## config.mk

```make
export PLATFORM = sky130hd
export DESIGN_NAME = tar_header_block_parser_core
export DESIGN_NICKNAME = d
export VERILOG_FILES = /design/src/hdl/tbp_pkg.sv /design/src/hdl/tar_header_block_parser_core.sv /design/src/hdl/tbp_octal_field.sv
export SDC_FILE = /design/constraint.sdc
export NUM_CORES = 1
export LEC_CHECK = 0
export ABC_AREA = 0
export BUFFER_PORTS_ARGS = -buffer_cell sky130_fd_sc_hd__buf_2
export CAP_MARGIN = 25
export CORE_MARGIN = 4
export CORE_UTILIZATION = 31
export CTS_CLUSTER_DIAMETER = 40
export CTS_CLUSTER_SIZE = 16
export DETAILED_ROUTE_END_ITERATION = 10
export PLACE_DENSITY = 0.53
export SLEW_MARGIN = 30
export SYNTH_ARGS = -nofsm -noshare
export SYNTH_HDL_FRONTEND = slang
export SYNTH_SLANG_ARGS = --single-unit
```

## constraint.sdc

```tcl
create_clock -name clk_i -period 3.5 [get_ports clk_i]
set_input_delay 0.875 -clock clk_i [delete_from_list [all_inputs] [get_ports clk_i]]
set_output_delay 0.875 -clock clk_i [all_outputs]
set_load 0.01 [all_outputs]
```

## src/hdl/tbp_pkg.sv

```systemverilog
package tbp_pkg;

  // Header block geometry
  localparam int BLOCK_BYTES = 512;

  // Field offsets and lengths inside the header block
  localparam int MODE_START   = 100;
  localparam int MODE_LEN     = 8;
  localparam int SIZE_START   = 124;
  localparam int SIZE_LEN     = 12;
  localparam int CHK_START    = 148;
  localparam int CHK_LEN      = 8;
  localparam int FLAG_POS     = 156;
  localparam int MAGIC_START  = 257;
  localparam int MAGIC_LEN    = 5;
  localparam int PREFIX_POS   = 345;

  // Value widths
  localparam int SIZE_W       = 36;
  localparam int MODE_W       = 24;
  localparam int CHK_W        = 24;
  localparam int SUM_W        = 17;
  localparam int BLOCKS_W     = 28;
  localparam int BLOCK_SHIFT  = 9;

  localparam logic [7:0] CHAR_SPACE = 8'h20;
  localparam logic [7:0] CHAR_DIR   = 8'h35;  // '5'
  localparam logic [7:0] CHAR_SYM   = 8'h32;  // '2'
  localparam logic [7:0] CHAR_HARD  = 8'h31;  // '1'

  typedef enum logic [1:0] {
    KIND_REGULAR = 2'd0,
    KIND_DIR     = 2'd1,
    KIND_SYMLINK = 2'd2,
    KIND_HARD    = 2'd3
  } kind_e;

  // Expected magic, one character per offset from the magic start
  function automatic logic [7:0] ustar_char(input logic [2:0] idx);
    logic [7:0] c;
    case (idx)
      3'd0:    c = 8'h75;  // u
      3'd1:    c = 8'h73;  // s
      3'd2:    c = 8'h74;  // t
      3'd3:    c = 8'h61;  // a
      3'd4:    c = 8'h72;  // r
      default: c = 8'h00;
    endcase
    return c;
  endfunction

endpackage

```

## src/hdl/tar_header_block_parser_core.sv

```systemverilog
// Channel  | Dir | Word                                   | Handshake
// ---------+-----+----------------------------------------+----------------------
// s_axis   | in  | tdata[7:0] header byte                 | tvalid/tready
// m_axis   | out | tdata[103:0] parse result, tuser[2:0]  | tvalid/tready
//
// One header byte is taken per cycle while s_axis_tready is high; the result of a
// 512-byte block appears in the output register in the cycle after its last byte.
// The running state registers (sum, octal fields, flags) are updated as each
// byte is accepted; the result is formed from them in a single pass on the last.
// Reset (rst_ni, asynchronous, active low) clears all parse state and the output.
// Bytes keep flowing while a result waits; only the last byte of the next block
// is held off until the pending result has been taken.
module tar_header_block_parser_core #(
  parameter int BLOCK_BYTES = tbp_pkg::BLOCK_BYTES
) (
  input  logic         clk_i,
  input  logic         rst_ni,
  // header byte stream
  input  logic         s_axis_tvalid_i,
  output logic         s_axis_tready_o,
  input  logic [7:0]   s_axis_tdata_i,   // [7:0] header_byte
  // result stream
  output logic         m_axis_tvalid_o,
  input  logic         m_axis_tready_i,
  // tdata, low bit up: [0] checksum_ok, [36:1] entry_size, [60:37] entry_mode,
  // [68:61] type_flag, [96:69] data_blocks, [97] non_ustar, [98] has_prefix,
  // [103:99] zero
  output logic [103:0] m_axis_tdata_o,
  // tuser, low bit up: [0] end_block, [2:1] entry_kind
  output logic [2:0]   m_axis_tuser_o
);

  localparam int PosW = $clog2(BLOCK_BYTES);
  localparam logic [PosW-1:0] LastPos = PosW'(BLOCK_BYTES - 1);

  // ---------------------------------------------------------------------------
  // Handshake
  // ---------------------------------------------------------------------------
  logic [PosW-1:0] pos_q;
  logic            out_valid_q;
  logic            is_last;
  logic            in_word;
  logic            done;

  assign is_last         = (pos_q == LastPos);
  assign s_axis_tready_o = !is_last || !out_valid_q || m_axis_tready_i;
  assign in_word         = s_axis_tvalid_i && s_axis_tready_o;
  assign done            = in_word && is_last;

  // ---------------------------------------------------------------------------
  // Field windows, decoded from the byte position
  // ---------------------------------------------------------------------------
  logic in_mode, in_size, in_chk, at_flag, in_magic, at_magic0, at_prefix;

  assign in_mode   = (pos_q >= PosW'(tbp_pkg::MODE_START)) &&
                     (pos_q <  PosW'(tbp_pkg::MODE_START + tbp_pkg::MODE_LEN));
  assign in_size   = (pos_q >= PosW'(tbp_pkg::SIZE_START)) &&
                     (pos_q <  PosW'(tbp_pkg::SIZE_START + tbp_pkg::SIZE_LEN));
  assign in_chk    = (pos_q >= PosW'(tbp_pkg::CHK_START)) &&
                     (pos_q <  PosW'(tbp_pkg::CHK_START + tbp_pkg::CHK_LEN));
  assign at_flag   = (pos_q == PosW'(tbp_pkg::FLAG_POS));
  assign in_magic  = (pos_q >= PosW'(tbp_pkg::MAGIC_START)) &&
                     (pos_q <  PosW'(tbp_pkg::MAGIC_START + tbp_pkg::MAGIC_LEN));
  assign at_magic0 = (pos_q == PosW'(tbp_pkg::MAGIC_START));
  assign at_prefix = (pos_q == PosW'(tbp_pkg::PREFIX_POS));

  logic [PosW-1:0] magic_off;
  logic [2:0]      magic_idx;
  assign magic_off = pos_q - PosW'(tbp_pkg::MAGIC_START);
  assign magic_idx = magic_off[2:0];

  // ---------------------------------------------------------------------------
  // Octal fields
  // ---------------------------------------------------------------------------
  logic [tbp_pkg::MODE_W-1:0] mode_val;
  logic [tbp_pkg::SIZE_W-1:0] size_val;
  logic [tbp_pkg::CHK_W-1:0]  chk_val;

  tbp_octal_field #(.Width(tbp_pkg::MODE_W)) u_mode (
    .clk_i   (clk_i),
    .rst_ni  (rst_ni),
    .clear_i (done),
    .feed_i  (in_word && in_mode),
    .byte_i  (s_axis_tdata_i),
    .value_o (mode_val)
  );

  tbp_octal_field #(.Width(tbp_pkg::SIZE_W)) u_size (
    .clk_i   (clk_i),
    .rst_ni  (rst_ni),
    .clear_i (done),
    .feed_i  (in_word && in_size),
    .byte_i  (s_axis_tdata_i),
    .value_o (size_val)
  );

  tbp_octal_field #(.Width(tbp_pkg::CHK_W)) u_chk (
    .clk_i   (clk_i),
    .rst_ni  (rst_ni),
    .clear_i (done),
    .feed_i  (in_word && in_chk),
    .byte_i  (s_axis_tdata_i),
    .value_o (chk_val)
  );

  // ---------------------------------------------------------------------------
  // Running sum and flags
  // ---------------------------------------------------------------------------
  logic [tbp_pkg::SUM_W-1:0] sum_q, sum_d;
  logic [7:0]                sum_byte;
  logic                      nonzero_q, nonzero_d;
  logic [7:0]                flag_q;
  logic                      magic_nz_q, magic_bad_q;
  logic                      prefix_q;

  // checksum bytes count as spaces
  assign sum_byte  = in_chk ? tbp_pkg::CHAR_SPACE : s_axis_tdata_i;
  assign sum_d     = sum_q + tbp_pkg::SUM_W'(sum_byte);
  assign nonzero_d = nonzero_q || (s_axis_tdata_i != 8'h00);

  always_ff @(posedge clk_i or negedge rst_ni) begin
    if (!rst_ni) begin
      pos_q       <= '0;
      sum_q       <= '0;
      nonzero_q   <= 1'b0;
      flag_q      <= '0;
      magic_nz_q  <= 1'b0;
      magic_bad_q <= 1'b0;
      prefix_q    <= 1'b0;
    end else if (done) begin
      pos_q       <= '0;
      sum_q       <= '0;
      nonzero_q   <= 1'b0;
      flag_q      <= '0;
      magic_nz_q  <= 1'b0;
      magic_bad_q <= 1'b0;
      prefix_q    <= 1'b0;
    end else if (in_word) begin
      pos_q     <= pos_q + PosW'(1);
      sum_q     <= sum_d;
      nonzero_q <= nonzero_d;
      if (at_flag) begin
        flag_q <= s_axis_tdata_i;
      end
      if (at_magic0 && (s_axis_tdata_i != 8'h00)) begin
        magic_nz_q <= 1'b1;
      end
      if (in_magic && (s_axis_tdata_i != tbp_pkg::ustar_char(magic_idx))) begin
        magic_bad_q <= 1'b1;
      end
      if (at_prefix && (s_axis_tdata_i != 8'h00)) begin
        prefix_q <= 1'b1;
      end
    end
  end

  // ---------------------------------------------------------------------------
  // Result, formed on the last byte
  // ---------------------------------------------------------------------------
  tbp_pkg::kind_e                  kind;
  logic [tbp_pkg::SIZE_W:0]        size_round;
  logic [tbp_pkg::BLOCKS_W-1:0]    blocks;
  logic                            chk_ok;

  always_comb begin
    case (flag_q)
      tbp_pkg::CHAR_DIR:  kind = tbp_pkg::KIND_DIR;
      tbp_pkg::CHAR_SYM:  kind = tbp_pkg::KIND_SYMLINK;
      tbp_pkg::CHAR_HARD: kind = tbp_pkg::KIND_HARD;
      default:            kind = tbp_pkg::KIND_REGULAR;
    endcase
  end

  // round up to whole data blocks
  assign size_round = {1'b0, size_val} +
                      (tbp_pkg::SIZE_W + 1)'((1 << tbp_pkg::BLOCK_SHIFT) - 1);
  assign blocks = (kind == tbp_pkg::KIND_REGULAR) ?
                  size_round[tbp_pkg::BLOCK_SHIFT +: tbp_pkg::BLOCKS_W] : '0;
  assign chk_ok = (chk_val == tbp_pkg::CHK_W'(sum_d));

  logic                         end_block_q, chk_ok_q, non_ustar_q, has_prefix_q;
  logic [tbp_pkg::SIZE_W-1:0]   size_q;
  logic [tbp_pkg::MODE_W-1:0]   mode_q;
  logic [7:0]                   type_flag_q;
  logic [1:0]                   kind_q;
  logic [tbp_pkg::BLOCKS_W-1:0] blocks_q;

  always_ff @(posedge clk_i or negedge rst_ni) begin
    if (!rst_ni) begin
      out_valid_q <= 1'b0;
    end else if (done) begin
      out_valid_q <= 1'b1;
    end else if (m_axis_tready_i) begin
      out_valid_q <= 1'b0;
    end
  end

  always_ff @(posedge clk_i or negedge rst_ni) begin
    if (!rst_ni) begin
      end_block_q  <= 1'b0;
      chk_ok_q     <= 1'b0;
      size_q       <= '0;
      mode_q       <= '0;
      type_flag_q  <= '0;
      kind_q       <= '0;
      blocks_q     <= '0;
      non_ustar_q  <= 1'b0;
      has_prefix_q <= 1'b0;
    end else if (done) begin
      end_block_q  <= !nonzero_d;
      chk_ok_q     <= chk_ok;
      size_q       <= size_val;
      mode_q       <= mode_val;
      type_flag_q  <= flag_q;
      kind_q       <= kind;
      blocks_q     <= blocks;
      non_ustar_q  <= magic_nz_q && magic_bad_q;
      has_prefix_q <= prefix_q;
    end
  end

  assign m_axis_tvalid_o = out_valid_q;
  assign m_axis_tdata_o  = {5'b0, has_prefix_q, non_ustar_q, blocks_q, type_flag_q,
                            mode_q, size_q, chk_ok_q};
  assign m_axis_tuser_o  = {kind_q, end_block_q};

endmodule

```

## src/hdl/tbp_octal_field.sv

```systemverilog
// Octal field accumulator: digits shift in three bits at a time, first
// non-digit freezes the field until the next block.
module tbp_octal_field #(
  parameter int Width = tbp_pkg::SIZE_W
) (
  input  logic             clk_i,
  input  logic             rst_ni,
  input  logic             clear_i,
  input  logic             feed_i,
  input  logic [7:0]       byte_i,
  output logic [Width-1:0] value_o
);

  logic [Width-1:0] acc_q;
  logic             stopped_q;
  logic             is_digit;

  assign is_digit = byte_i inside {[8'h30:8'h37]};

  always_ff @(posedge clk_i or negedge rst_ni) begin
    if (!rst_ni) begin
      acc_q     <= '0;
      stopped_q <= 1'b0;
    end else if (clear_i) begin
      acc_q     <= '0;
      stopped_q <= 1'b0;
    end else if (feed_i && !stopped_q) begin
      if (is_digit) begin
        acc_q <= {acc_q[Width-4:0], byte_i[2:0]};
      end else begin
        stopped_q <= 1'b1;
      end
    end
  end

  assign value_o = acc_q;

endmodule
```

==> results of run 1 <==
==> what timing repair did <==
| action | 4_1_cts | 5_1_grt |
|---|---|---|
| setup buffers | 1 | 0 |
| pin swaps | 1 | 1 |
| resized for setup | 1 | 7 |
| endpoints found under the setup margin | 1 | 5 |
==> per-layer routing <==
layer  track usage (%)  up-vias  part of all wire [%]
met2              23.9      228                    45
met1              21.7     4292                    48
met3              2.65       40                   5.3
met4              3.93        0                   1.9
li1                  -     4432                     -
met5                 0        -                     0
==> registers in the layout, indices dropped and copies added, names as in the netlist, 2 cells and up <==
name            cells
blocks_q           28
flag_q              8
kind_q              2
mode_q             24
pos_q               9
size_q             36
sum_q              17
type_flag_q         8
u_chk.value_o      24
u_mode.value_o     24
u_size.value_o     36
==> layout make-up <==
class / count / share of cell area [%]
sequential: 228 / 41.6
inverter: 12 / 0.328
multi-input combinational: 925 / 36.6
clock inverter: 15 / 1.56
timing repair buffer: 168 / 7.81
tap: 455 / 4.15
clock buffer: 55 / 7.99
==> worst max-delay path, cell delays in order, from the launching register on <==
cell	delay, ns
dfrtp_1	0.40
nor4b_4	0.30
nand3_1	0.10
buf_4	0.17
buf_4	0.13
and2_1	0.15
ha_1	0.34
a21o_1	0.24
a31oi_1	0.36
a21oi_2	0.16
mux2_2	0.30
nor4_1	0.30
nand4_1	0.15
o21ai_1	0.15
==> cells by family (layout without fill, tap and decap cells) <==
logic type                 count (synthesis)  in the layout  synth area share, %
DFF                                      228            228                 51.8
adders and majority gates                 18             18                 2.11
and+or+nand+nor                          611            611                 23.8
buffers and inverters                     92            250                 3.54
muxes                                     35             35                 3.22
AOI/OAI and AO/OA                        202            202                 11.0
other                                      1              5               0.0341
xor gates and xnor gates                  54             54                 4.42
==> metrics by stage <==
step / total power [mW] / hold WS, ns / std cells / cell area [sq um]
floorplan: 3.98 / 0.432 / 1245 / 11000
global placement: 4.57 / 0.450 / 1787 / 12300
detailed placement: 4.57 / 0.455 / 1787 / 12300
CTS: 8.42 / 0.321 / 1858 / 13700
global route: 8.81 / 0.346 / 1858 / 13700
finish: 8.37 / 0.310 / 1858 / 13700
==> power groups by stage <==
stage	Combinational, mW	Sequential, mW	Clock [mW]
floorplan	1.10	2.88	0
global placement	1.64	2.93	0
detailed placement	1.64	2.93	0
CTS	1.65	2.89	3.88
global route	1.89	2.92	4.01
finish	1.70	2.90	3.77
==> path summary, 6_finish.rpt <==
check	from	to
setup / recovery	pos_q[5]	chk_ok_q
hold reg to reg	size_q[12]	size_q[12]
min in group clk_i	size_q[12]	size_q[12]
setup reg to reg	pos_q[5]	chk_ok_q
max in group asynchronous	rst_ni	blocks_q[25]
hold / removal	rst_ni	size_q[27]
==> Yosys cell counts (6+ instances only) <==
master | number | area [sq um]
nor2_1 | 69 | 259
a31oi_1 | 7 | 43.8
nand2_1 | 413 | 1550
inv_1 | 12 | 45.0
nor4_1 | 7 | 43.8
mux2i_1 | 32 | 320
buf_4 | 10 | 75.1
ha_1 | 17 | 213
o31ai_1 | 15 | 113
nor3_1 | 18 | 90.1
clkbuf_1 | 62 | 233
and2_1 | 12 | 75.1
xor2_1 | 19 | 166
nand4_1 | 11 | 68.8
o211ai_1 | 6 | 45.0
nand3_1 | 27 | 135
a211oi_1 | 8 | 60.1
nand2b_1 | 9 | 56.3
and3_1 | 7 | 43.8
o21ai_0 | 111 | 556
a21oi_1 | 18 | 90.1
or4_1 | 6 | 45.0
dfrtp_1 | 228 | 5710
xnor2_1 | 34 | 298
==> reports/metrics.csv, run 1 <==
metric;value;unit
run_status;finished clean;
wl_per_cell;15.8;um
setup_ws;0.179;ns
clkLatencyLatePin;0.51;ns
post-route-util;39.4;%
cts-root-buf;clkbuf_16;
critical_path_arrival;3.75;ns
cts_hold_buf;0;
cts_tree;built;
grt_setup_unrepaired;no;
grt_pass1_vias;9036;
hp-class;input pin to asynchronous set/reset pin;
track_usage;15.1;%
critPathCaptureType;register;
yosysSeqAreaShare;51.8;%
power_frac_comb;20.4;%
io_buffers;115;
via_per_inst;4.84;
gp_congestion;0.868;
postSynthAreaPerCell;8.87;sq um
p_leak;6.76;nW
skew;0.0186;ns
power_density;610;nW/um^2
criticalPathCategory;register to register;
final_cell_mix;413 x nand2_1, 228 x dfrtp_1, 114 x buf_2, 110 x o21ai_0, 67 x nor2_1;
core-area;34800;sq um
dr.first_iter.drc_count;426;
hpwl;19900;um
setup_violations;0;
die_y;196;um
relSlewSlack;50.2;%
synth-async-reset-ratio;100;%
internal_power;5.97;mW
cts.sinks;228;
max_cap_viol_count;0;
globalRouteOverflowTotal;0;
crit_path_start_kind;register;
finalMaxSlewViolations;0;
final_nets;1404;
switching_power;2.40;mW
row_count;68;
syn2layout_area_growth;24.6;%
pre_cts_slack;-0.0243;ns
multi_input_area;5020;sq um
ys_warn_count;0;
fin_setup_tns;0;ns
start_util;31.6;%
ant_nets;0;
ios;121;
ys_seq_elements;228;
synth.distinct_cells;64;
diodes;0;
regToRegSetupSlack;0.18;ns
path_clk_slew;0.05;ns
fin_crit_sh;94.9;%
wl;29400;um
grt_pass1_wl;49000;um
pwr-share-clk;45.0;%
synth_top_flop_cell;dfrtp_1;
clock_path_buffers;3;
seq_power_share;34.6;%
netlist_area;11000;sq um
cp_max_fo;6;
min_period;3.32;ns
tightest_slew;0.747;ns
numCtsBuffers;39;
vias;8992;
r2r_cells;13;
ir_drop;0.357;mV
die_x;196;um
firstDrtPassIters;5;
n_fill_cell;3532;
drive_gt1_share;17.8;%
syn_inst;1241;
sw_frac_of_total;28.6;%
seqCellArea;5710;sq um
max_freq;301;MHz
synth-edff-count;0;
grt_max_degree;96;
layout_commonest_cell;nand2_1;
route.detailed.drc;0;
die-area;38600;sq um
required;3.93;ns
final_hold_viol_count;0;
antenna_found_initial;0;
cts_max_level;2;
Note: power is estimated with default switching activity, not from simulation.
==> run 2, diff against run 1 <==
Settings changed: CORE_UTILIZATION 31 to 45, PLACE_DENSITY 0.53 to 0.7.
==> run 2 against run 1 <==
  * Routed wire length decreased by 8.9%
  * Register-to-register slack improved by 0.02 ns
  * Combinational power barely moved
  * Die area fell by 30%
  * Cell area is 2.0% lower
  * Fmax up 0.45%
  * Hold slack better by 0.059 ns
  * Sequential cell count unchanged
  * Clock-buffer cell count down 16
==> reports/metrics.csv, run 2 (synthesis results as in run 1) <==
metric;value;unit
run_status;finished clean;
regToRegSetupSlack;0.19;ns
syn2layout_area_growth;22.2;%
cts_tree;built;
dp.cells;1659;
start_util;46.3;%
multi_input_area;5000;sq um
hpwl;18100;um
core-area;23800;sq um
required;3.92;ns
r2r-start;pos_q[5];
relSlewSlack;40.3;%
die_y;164;um
internal_power;5.80;mW
antenna_found_initial;0;
clock_path_buffers;3;
crit_top_cell;nand4_1;
fin_setup_tns;0;ns
die_x;164;um
fin_crit_sh;94.4;%
die-area;27000;sq um
max_cap_viol_count;0;
cp_max_fo;5;
grt_pass1_vias;8793;
r2r_cells;12;
grt_setup_unrepaired;no;
wl;26800;um
cts_hold_buf;0;
skew;0.0251;ns
cts-root-buf;clkbuf_16;
dr.first_iter.drc_count;700;
gp_congestion;0.881;
ios;121;
io_buffers;115;
seq_power_share;35.3;%
firstDrtPassIters;7;
final_hold_viol_count;0;
hp-class;input pin to asynchronous set/reset pin;
row_count;56;
clkLatencyLatePin;0.52;ns
via_per_inst;5.27;
final_nets;1406;
ant_nets;0;
numCtsBuffers;34;
ir_drop;0.360;mV
wl_per_cell;15.6;um
track_usage;20.0;%
critPathCaptureType;register;
critical_path_arrival;3.73;ns
route.detailed.drc;0;
grt_pass1_wl;44500;um
globalRouteOverflowTotal;0;
cp_slowest_cell;dfrtp_1;
criticalPathCategory;register to register;
path_clk_slew;0.05;ns
drive_gt1_share;18.3;%
final_cells;1721;
layout_commonest_cell;nand2_1;
setup_violations;0;
p_leak;6.73;nW
cts.sinks;228;
sw_frac_of_total;29.4;%
max_freq;303;MHz
max_stage_delay;0.41;ns
n_fill_cell;2071;
crit_chain;nor4b_4 -> nand3_2 -> buf_4 -> and2_1 -> ha_1 -> a21o_1 -> nand4_1 -> a21oi_1 -> mux2_2 -> nor4_1 -> nand4_1 -> o21ai_1;
seqCellArea;5710;sq um
switching_power;2.41;mW
crit_path_start_kind;register;
power_density;611;nW/um^2
min_period;3.31;ns
diodes;0;
grt_max_degree;170;
power_frac_comb;20.9;%
tightest_slew;0.892;ns
pwr-share-clk;43.8;%
vias;9067;
final_cell_mix;413 x nand2_1, 227 x dfrtp_1, 114 x buf_2, 109 x o21ai_0, 67 x nor2_1;
cts_max_level;2;
reg2reg_to;chk_ok_q;
finalMaxSlewViolations;0;
-- run 2: power by group through the flow --
| stage | registers, mW | clock network (mW) | logic [mW] |
|---|---|---|---|
| after floorplan | 2.88 | 0 | 1.10 |
| after global placement | 2.93 | 0 | 1.66 |
| final | 2.90 | 3.60 | 1.72 |
| after global routing | 2.92 | 3.83 | 1.88 |
| after detailed placement | 2.93 | 0 | 1.66 |
| after CTS | 2.89 | 3.68 | 1.68 |
-- run 2: worst max path at each step --
stage,start,to,cells after the start
floorplan,pos_q[5],chk_ok_q,13
finish,pos_q[5],chk_ok_q,12
global placement,pos_q[5],chk_ok_q,13
CTS,pos_q[5],chk_ok_q,13
global route,pos_q[3],s_axis_tready_o,8
detailed placement,pos_q[5],chk_ok_q,13
-- run 2: per-layer routing --
metal / GRT usage [%] / vias up / share of wire [%]
li1: - / 4439 / -
met1: 28.4 / 4345 / 46
met2: 31.8 / 245 / 46
met3: 3.82 / 38 / 5.8
met4: 5.67 / 0 / 1.9
met5: 0 / - / 0
-- run 2: metrics by stage --
step / utilization (%) / cell area (sq um) / hold slack, ns / setup WS (ns) / total power [mW]
global placement: 51.3 / 12200 / 0.453 / 0.0414 / 4.59
CTS: 56.5 / 13400 / 0.404 / 0.0153 / 8.25
floorplan: - / 11000 / 0.432 / 0.0985 / 3.98
finish: 56.6 / 13400 / 0.369 / 0.195 / 8.22
detailed placement: 51.3 / 12200 / 0.454 / 0.0272 / 4.60
global route: 56.6 / 13400 / 0.425 / 0.0105 / 8.63
-- run 2: layout make-up --
class / instances / share of cell area [%]
clock buffer: 39 / 6.77
clock inverter: 23 / 2.34
inverter: 12 / 0.335
multi-input combinational: 925 / 37.2
sequential: 228 / 42.4
tap: 319 / 2.97
timing repair buffer: 175 / 7.98
-- run 2: worst max-delay path: cells and delay by family, from the launching register on --
family          cells  cell delay (ns)
simple gates        6             1.31
compound gates      3             0.68
buf+inv             1             0.17
flops               1             0.41
fa+ha+maj           1             0.28
mux                 1             0.38
-- run 2: what timing repair did --
action | in CTS | in global routing
gates resized for setup | 0 | 8
buffers inserted | 0 | 0
endpoints found under the setup margin | 0 | 57
